### src/assert_macros.svh
// Assertion macros used by the decoder core RTL.
// Concurrent checks are compiled out when SYNTH is defined.
`ifndef ASSERT_MACROS_SVH
`define ASSERT_MACROS_SVH

`ifndef SYNTH

// Property must hold at every clock edge out of reset.
`define UTF8D_ASSERT(lbl, clk, rst_n, prop) \
  lbl: assert property (@(posedge clk) disable iff (!rst_n) (prop)) \
    else $error("utf8d assertion failed");

// Condition must never be true out of reset.
`define UTF8D_NEVER(lbl, clk, rst_n, cond) \
  lbl: assert property (@(posedge clk) disable iff (!rst_n) !(cond)) \
    else $error("utf8d forbidden condition seen");

`else

`define UTF8D_ASSERT(lbl, clk, rst_n, prop)
`define UTF8D_NEVER(lbl, clk, rst_n, cond)

`endif

`endif

### src/utf8d_pkg.sv
// Shared types and constants of the UTF-8 byte stream decoder.
// No dependencies; used by the interfaces and every decoder module.
`timescale 1ns / 1ps
`default_nettype none

package utf8d_pkg;

  localparam int unsigned ByteW  = 8;
  localparam int unsigned CpW    = 31;
  localparam int unsigned TrailW = 3;

  localparam logic [ByteW-1:0] ContMask    = 8'hC0;
  localparam logic [ByteW-1:0] ContTag     = 8'h80;
  localparam logic [ByteW-1:0] TrailBits   = 8'h3F;
  localparam logic [ByteW-1:0] Lead2Bits   = 8'h1F;
  localparam logic [ByteW-1:0] Lead3Bits   = 8'h0F;
  localparam logic [ByteW-1:0] Lead4Bits   = 8'h07;
  localparam logic [ByteW-1:0] Lead5Bits   = 8'h03;
  localparam logic [ByteW-1:0] Lead6Bits   = 8'h01;

  localparam logic [TrailW-1:0] MaxTrails  = 3'd5;

  // Input register contents handed to the decode stage.
  typedef struct packed {
    logic             valid;
    logic [ByteW-1:0] data;
  } byte_stage_t;

endpackage

`default_nettype wire

### src/utf8d_stream_if.sv
// Valid/ready channel interfaces of the decoder: byte input and code point output.
// Depends on utf8d_pkg for field widths.
`timescale 1ns / 1ps
`default_nettype none

interface utf8d_byte_if;
  logic                           valid;
  logic                           ready;
  logic [utf8d_pkg::ByteW-1:0]    data_byte;

  modport source (output valid, output data_byte, input ready);
  modport sink   (input valid, input data_byte, output ready);
endinterface

interface utf8d_cp_if;
  logic                           valid;
  logic                           ready;
  logic [utf8d_pkg::CpW-1:0]      code_point;
  logic                           stray_byte;

  modport source (output valid, output code_point, output stray_byte, input ready);
  modport sink   (input valid, input code_point, input stray_byte, output ready);
endinterface

`default_nettype wire

### src/utf8d_in_reg.sv
// Input register of the decoder: captures one byte item per cycle while free (empty, or its held item moves on).
// Depends on utf8d_pkg and utf8d_byte_if.
`timescale 1ns / 1ps
`default_nettype none

module utf8d_in_reg (
  input  wire logic                   clk_i,
  input  wire logic                   rst_ni,
  utf8d_byte_if.sink                  byte_i,
  input  wire logic                   advance_i,
  output utf8d_pkg::byte_stage_t      stage_o
);

  logic                          valid_q, valid_d;
  logic [utf8d_pkg::ByteW-1:0]   data_q;
  logic                          take;

  // Free when empty or when the held item moves on this cycle.
  assign byte_i.ready = !valid_q || advance_i;
  assign take         = byte_i.valid && byte_i.ready;

  always_comb begin
    valid_d = valid_q;
    if (take) begin
      valid_d = 1'b1;
    end else if (advance_i) begin
      valid_d = 1'b0;
    end
  end

  always_ff @(posedge clk_i or negedge rst_ni) begin
    if (!rst_ni) begin
      valid_q <= 1'b0;
    end else begin
      valid_q <= valid_d;
    end
  end

  always_ff @(posedge clk_i) begin
    if (take) begin
      data_q <= byte_i.data_byte;
    end
  end

  assign stage_o.valid = valid_q;
  assign stage_o.data  = data_q;

endmodule

`default_nettype wire

### src/utf8d_core.sv
// Decode stage: sequence state, shift-accumulate and the result register.
// Depends on utf8d_pkg, utf8d_cp_if and assert_macros.svh.
`timescale 1ns / 1ps
`default_nettype none

`include "assert_macros.svh"

module utf8d_core (
  input  wire logic                   clk_i,
  input  wire logic                   rst_ni,
  input  wire utf8d_pkg::byte_stage_t stage_i,
  output logic                        advance_o,
  utf8d_cp_if.source                  cp_o
);

  logic [utf8d_pkg::CpW-1:0]     acc_q, acc_d;
  logic [utf8d_pkg::TrailW-1:0]  trails_q, trails_d;
  logic                          out_valid_q, out_valid_d;
  logic [utf8d_pkg::CpW-1:0]     cp_q, cp_d;
  logic                          stray_q, stray_d;

  logic [utf8d_pkg::ByteW-1:0]   data;
  logic                          is_cont;
  logic                          emit;
  logic [utf8d_pkg::CpW-1:0]     shifted;
  logic                          slot_free;

  assign data      = stage_i.data;
  assign is_cont   = (data & utf8d_pkg::ContMask) == utf8d_pkg::ContTag;
  assign shifted   = {acc_q[utf8d_pkg::CpW-7:0], data[5:0]};
  assign slot_free = !out_valid_q || cp_o.ready;
  assign advance_o = stage_i.valid && slot_free;

  always_comb begin
    acc_d    = acc_q;
    trails_d = trails_q;
    emit     = 1'b0;
    cp_d     = '0;
    stray_d  = 1'b0;
    if (data == '0) begin
      // End of string: clear, also mid-sequence.
      acc_d    = '0;
      trails_d = '0;
    end else if (trails_q != '0 && is_cont) begin
      trails_d = trails_q - 3'd1;
      if (trails_d == '0) begin
        emit  = 1'b1;
        cp_d  = shifted;
        acc_d = '0;
      end else begin
        acc_d = shifted;
      end
    end else begin
      // Idle, or a broken sequence: drop it and decode the byte afresh.
      acc_d    = '0;
      trails_d = '0;
      if (data inside {[8'h00:8'h7F]}) begin
        emit = 1'b1;
        cp_d = {{(utf8d_pkg::CpW-utf8d_pkg::ByteW){1'b0}}, data};
      end else if (data inside {[8'h80:8'hBF]}) begin
        emit    = 1'b1;
        stray_d = 1'b1;
        cp_d    = {{(utf8d_pkg::CpW-utf8d_pkg::ByteW){1'b0}}, data};
      end else if (data inside {[8'hC0:8'hDF]}) begin
        acc_d    = {{(utf8d_pkg::CpW-utf8d_pkg::ByteW){1'b0}}, data & utf8d_pkg::Lead2Bits};
        trails_d = 3'd1;
      end else if (data inside {[8'hE0:8'hEF]}) begin
        acc_d    = {{(utf8d_pkg::CpW-utf8d_pkg::ByteW){1'b0}}, data & utf8d_pkg::Lead3Bits};
        trails_d = 3'd2;
      end else if (data inside {[8'hF0:8'hF7]}) begin
        acc_d    = {{(utf8d_pkg::CpW-utf8d_pkg::ByteW){1'b0}}, data & utf8d_pkg::Lead4Bits};
        trails_d = 3'd3;
      end else if (data inside {[8'hF8:8'hFB]}) begin
        acc_d    = {{(utf8d_pkg::CpW-utf8d_pkg::ByteW){1'b0}}, data & utf8d_pkg::Lead5Bits};
        trails_d = 3'd4;
      end else begin
        acc_d    = {{(utf8d_pkg::CpW-utf8d_pkg::ByteW){1'b0}}, data & utf8d_pkg::Lead6Bits};
        trails_d = utf8d_pkg::MaxTrails;
      end
    end
  end

  always_comb begin
    out_valid_d = out_valid_q;
    if (advance_o) begin
      out_valid_d = emit;
    end else if (cp_o.ready) begin
      out_valid_d = 1'b0;
    end
  end

  always_ff @(posedge clk_i or negedge rst_ni) begin
    if (!rst_ni) begin
      acc_q       <= '0;
      trails_q    <= '0;
      out_valid_q <= 1'b0;
    end else begin
      out_valid_q <= out_valid_d;
      if (advance_o) begin
        acc_q    <= acc_d;
        trails_q <= trails_d;
      end
    end
  end

  // Result payload: load only when a new item lands in the slot.
  always_ff @(posedge clk_i) begin
    if (advance_o && emit) begin
      cp_q    <= cp_d;
      stray_q <= stray_d;
    end
  end

  assign cp_o.valid      = out_valid_q;
  assign cp_o.code_point = cp_q;
  assign cp_o.stray_byte = stray_q;

  `UTF8D_NEVER(trails_in_range_a, clk_i, rst_ni, trails_q > utf8d_pkg::MaxTrails)
  `UTF8D_ASSERT(idle_acc_clear_a, clk_i, rst_ni, trails_q == '0 |-> acc_q == '0)
  `UTF8D_ASSERT(zero_byte_clears_a, clk_i, rst_ni,
                advance_o && data == '0 |=> trails_q == '0 && acc_q == '0)
  `UTF8D_ASSERT(trail_counts_down_a, clk_i, rst_ni,
                advance_o && data != '0 && trails_q != '0 && is_cont
                |=> trails_q == $past(trails_q) - 3'd1)
  `UTF8D_ASSERT(stray_is_cont_a, clk_i, rst_ni,
                out_valid_q && stray_q
                |-> cp_q[utf8d_pkg::CpW-1:8] == '0 && cp_q[7:6] == 2'b10)

endmodule

`default_nettype wire

### src/utf8_byte_stream_decoder_top.sv
// The result register loads when a byte item in the input register advances into the decode
// stage and completes a character; bytes that complete no character yield nothing.
// Throughput: one byte item per cycle unless a stalled result slot holds the flow.
// A stalled result slot holds the input register; one more byte still waits there.
// Reset (rst_ni low, asynchronous): empties both registers and clears the accumulator
// and the trail count, so the decoder starts idle.
`timescale 1ns / 1ps
`default_nettype none

module utf8_byte_stream_decoder_top (
  input  wire logic      clk_i,
  input  wire logic      rst_ni,
  utf8d_byte_if.sink     byte_i,
  utf8d_cp_if.source     cp_o
);

  utf8d_pkg::byte_stage_t stage;
  logic                   advance;

  utf8d_in_reg u_in_reg (
    .clk_i     (clk_i),
    .rst_ni    (rst_ni),
    .byte_i    (byte_i),
    .advance_i (advance),
    .stage_o   (stage)
  );

  utf8d_core u_core (
    .clk_i     (clk_i),
    .rst_ni    (rst_ni),
    .stage_i   (stage),
    .advance_o (advance),
    .cp_o      (cp_o)
  );

endmodule

`default_nettype wire
### src/flat_wrapper.sv
// flat-port wrapper written by rule: the top's interface ports become plain ports
module utf8_byte_stream_decoder_top_flat 
  (clk_i, rst_ni, byte_i_valid, byte_i_data_byte, byte_i_ready, cp_o_valid, cp_o_code_point, cp_o_stray_byte, cp_o_ready);
  utf8d_byte_if byte_i_i ();
  utf8d_cp_if cp_o_i ();
  input  wire logic clk_i;
  input  wire logic rst_ni;
  input wire logic [$bits(byte_i_i.valid)-1:0] byte_i_valid;
  input wire logic [$bits(byte_i_i.data_byte)-1:0] byte_i_data_byte;
  output wire logic [$bits(byte_i_i.ready)-1:0] byte_i_ready;
  output wire logic [$bits(cp_o_i.valid)-1:0] cp_o_valid;
  output wire logic [$bits(cp_o_i.code_point)-1:0] cp_o_code_point;
  output wire logic [$bits(cp_o_i.stray_byte)-1:0] cp_o_stray_byte;
  input wire logic [$bits(cp_o_i.ready)-1:0] cp_o_ready;
  assign byte_i_i.valid = byte_i_valid;
  assign byte_i_i.data_byte = byte_i_data_byte;
  assign byte_i_ready = byte_i_i.ready;
  assign cp_o_valid = cp_o_i.valid;
  assign cp_o_code_point = cp_o_i.code_point;
  assign cp_o_stray_byte = cp_o_i.stray_byte;
  assign cp_o_i.ready = cp_o_ready;
  utf8_byte_stream_decoder_top u_core (.clk_i(clk_i), .rst_ni(rst_ni), .byte_i(byte_i_i), .cp_o(cp_o_i));
endmodule
### config.mk
export PLATFORM = sky130hd
export DESIGN_NAME = utf8_byte_stream_decoder_top_flat
export DESIGN_NICKNAME = d
export VERILOG_FILES = /design/src/utf8d_pkg.sv /design/src/utf8d_stream_if.sv /design/src/utf8d_in_reg.sv /design/src/utf8d_core.sv /design/src/utf8_byte_stream_decoder_top.sv /design/src/flat_wrapper.sv
export VERILOG_INCLUDE_DIRS = /design/src /design/src/src
export SDC_FILE = /design/constraint.sdc
export NUM_CORES = 1
export LEC_CHECK = 0
export BUFFER_PORTS_ARGS = -buffer_cell sky130_fd_sc_hd__buf_2
export CAP_MARGIN = 20
export CELL_PAD_IN_SITES_DETAIL_PLACEMENT = 0
export CELL_PAD_IN_SITES_GLOBAL_PLACEMENT = 1
export CORE_AREA = 2 2 87 89
export CTS_CLUSTER_SIZE = 20
export DETAILED_ROUTE_END_ITERATION = 16
export DIE_AREA = 0 0 89 91
export GPL_TIMING_DRIVEN = 0
export PLACE_DENSITY = 0.68
export SETUP_SLACK_MARGIN = 0.1
export SLEW_MARGIN = 20
export SYNTH_ARGS = -nofsm -noshare
export SYNTH_HDL_FRONTEND = slang
export SYNTH_SLANG_ARGS = --single-unit
export TNS_END_PERCENT = 30
### constraint.sdc
create_clock -name clk_i -period 3 [get_ports clk_i]
set_input_delay 0.3 -clock clk_i [delete_from_list [all_inputs] [get_ports clk_i]]
set_output_delay 0.3 -clock clk_i [all_outputs]
set_load 0.05 [all_outputs]
==> out/qor.csv <==
metric,value,unit
grt.overflow.total,0,
grt_pass1_vias,1707,
power.clock.fraction,25.9,%
finalPower,2.409,mW
initial_core_util,39.06,%
path_common_cell,inv_1,
critical-path-max-stage-delay,0.46,ns
p_int,1.588,mW
dieArea,8099,um^2
cts_tree,built,
power_switching,0.8214,mW
area_delta_synth_final,19.43,%
avgSynthCellArea,14.60,um^2
vias_per_cell,4.767,
track_usage,14.14,%
die_w,89,um
yosys_warnings,0,
power_density,723.6,nW/um^2
stdcell_count,352,
power.leakage,1.418,nW
vias,1678,
io_buffers,45,
setup.worst_path.class,reg2reg,
worst_hold_slack,-0.004642,ns
end_kind,flip-flop,
ctsHoldBuffers,0,
vdd.ir_drop.worst,276.8,uV
critPathSlowestCell,nor2_4,
fp.dieH,91,um
clk_latency,0.34,ns
cpLargestDelayFamily,simple AND/OR/NAND/NOR gates,
drc,0,
final_cell_mix,"buf_2, edfxtp_1, dfrtp_1",
postCtsSetupRepairBufs,0,
dp.cells,336,
drt_first_pass_iters,4,
grt_max_degree,31,
drv_cap,0,
status,"complete, but fails checks",
min_period,2.242,ns
antenna_found_initial,0,
maxSlewViolCount,0,
numCtsBuffers,9,
hold_path.class,in2async,
grt_pass1_wl,8.459,mm
wl_per_cell,13.99,um
failed_checks,hold timing,
required,3.05,ns
syn_area,2788,um^2
fill_cells,684,
cts_resized,0,
syn_nets,206,
fp-row-count,31,
setup_violations,0,
core_area,7137,um^2
final_common_cell,buf_2,
seqPwrFrac,49.7,%
synth_edf_count,40,
ant_nets,0,
cts_htree_levels,3,
ys_seq_area_share,70.02,%
diodes,0,
synthFlopType,edfxtp_1,
startpoint_type,flip-flop,
skew,0.004673,ns
switching_share,34.09,%
cp.arrival,2.29,ns
ios,46,
finalHoldViolCount,5,
final_core_util,46.65,%
drive_gt1_share,28.46,%
syn_inst,191,
async_flop_share,42.86,%
critPathBufInv,3,
nets,263,
gp_congestion,0.7466,
cts.path.max_buffers,2,
path_cells,"inv_1, ha_1, inv_1, a21oi_1, o311a_1, nor2_4, buf_16",
path_clk_slew,0.07,ns
power_frac_comb,24.4,%
cts_root_buf,clkbuf_8,
fmax,446.1,MHz
totalNegativeSetupSlack,0,ns
worst_pin_slew,0.6797,ns
yosysUniqueCellTypes,34,
clkSinkCount,70,
period_share,74.72,%
critPathMaxFanout,17,
routed_wirelength,4.926,mm
maxSlewHeadroom,54.69,%
synth_seq_cells,70,
dp_hpwl,3.360,mm
rsz0062_at_grt,no,
drtIter0Drc,85,
==> cell families (layout without fill, tap and decap cells) <==
kind of cell	count (synthesis)	in the layout	share of synthesized area (%)
flops	70	70	70.02
xor+xnor	1	1	0.3142
fa+ha+maj	3	3	1.347
simple gates	60	60	13.37
buf+inv	13	75	2.424
compound gates	44	44	12.52
==> metal layers <==
layer / up-vias / wire, um / track usage [%]
li1: 824 / - / -
met4: 0 / 123 / 7.214
met2: 43 / 2348 / 21.14
met1: 798 / 2223 / 18.08
met3: 13 / 231 / 4.818
met5: - / 0 / 0
==> state kept, by name (all words and copies together) (netlist names) <==
signal / count
u_core.u_core.acc_q: 25
u_core.u_core.cp_o.code_point: 31
u_core.u_core.cp_o.stray_byte: 1
u_core.u_core.cp_o.valid: 1
u_core.u_core.trails_q: 3
u_core.u_in_reg.data_q: 8
u_core.u_in_reg.valid_q: 1
==> synthesized netlist by cell type, drive strengths merged (2+ instances only) <==
library cell | number | area, um^2
edfxtp | 40 | 1201
o31ai | 4 | 30.03
ha | 3 | 37.54
nor4 | 2 | 12.51
inv | 5 | 18.77
a22o | 23 | 201.4
nand2 | 10 | 42.54
o21ai | 8 | 40.03
buf | 7 | 45.04
nand3 | 3 | 15.01
nand2b | 7 | 53.80
a21oi | 2 | 10.01
dfrtp | 30 | 750.7
and2 | 29 | 181.4
nor2 | 5 | 26.27
a21o | 2 | 15.01
==> final timing paths <==
kind / slack (ns) / from / cells after the start / to
setup / recovery: 0.76 / u_core.u_core.trails_q[0]$_DFFE_PN0P_ / 7 / u_core.u_core.cp_o.code_point[16]$_SDFFCE_PP0P_
hold / removal: -0.005 / rst_ni / 1 / u_core.u_core.trails_q[1]$_DFFE_PN0P_
setup reg to reg: 0.76 / u_core.u_core.trails_q[0]$_DFFE_PN0P_ / 7 / u_core.u_core.cp_o.code_point[16]$_SDFFCE_PP0P_
hold reg to reg: 0.50 / u_core.u_core.acc_q[20]$_DFFE_PN0P_ / 1 / u_core.u_core.acc_q[20]$_DFFE_PN0P_
max in group asynchronous: 2.56 / rst_ni / 1 / u_core.u_core.acc_q[8]$_DFFE_PN0P_
min in group clk_i: 0.13 / byte_i_data_byte[0] / 1 / u_core.u_in_reg.data_q[0]$_DFFE_PP_
==> final cells by class <==
class,instances,area [um^2],share of cell area [%]
inverters,5,18.77,0.5637
well taps,99,123.9,3.720
clock inverters,5,26.28,0.7892
repair buffers,46,252.7,7.591
clock buffers,11,131.4,3.946
flip-flops and latches,70,1952,58.62
plain buffers,8,48.80,1.466
multi-input cells,108,775.7,23.30
==> power groups by stage <==
| stage | combinational [mW] | sequential, mW | clock [mW] |
|---|---|---|---|
| after detailed placement | 0.593 | 1.22 | 0 |
| after floorplan | 0.218 | 1.44 | 0 |
| after CTS | 0.596 | 1.20 | 0.646 |
| after global placement | 0.569 | 1.22 | 0 |
| final | 0.587 | 1.20 | 0.624 |
| after global routing | 0.636 | 1.21 | 0.691 |
==> stage by stage <==
step                hold WS (ns)  instance area (um^2)  setup WS [ns]
floorplan               0.004409                  2790         0.5968
CTS                      0.01512                  3329         0.7098
detailed placement        0.3890                  3172         0.7241
finish                 -0.004642                  3329         0.7585
global placement          0.3897                  3139         0.1328
global route             0.04068                  3329         0.5578
Note: power is estimated with default switching activity, not from simulation.
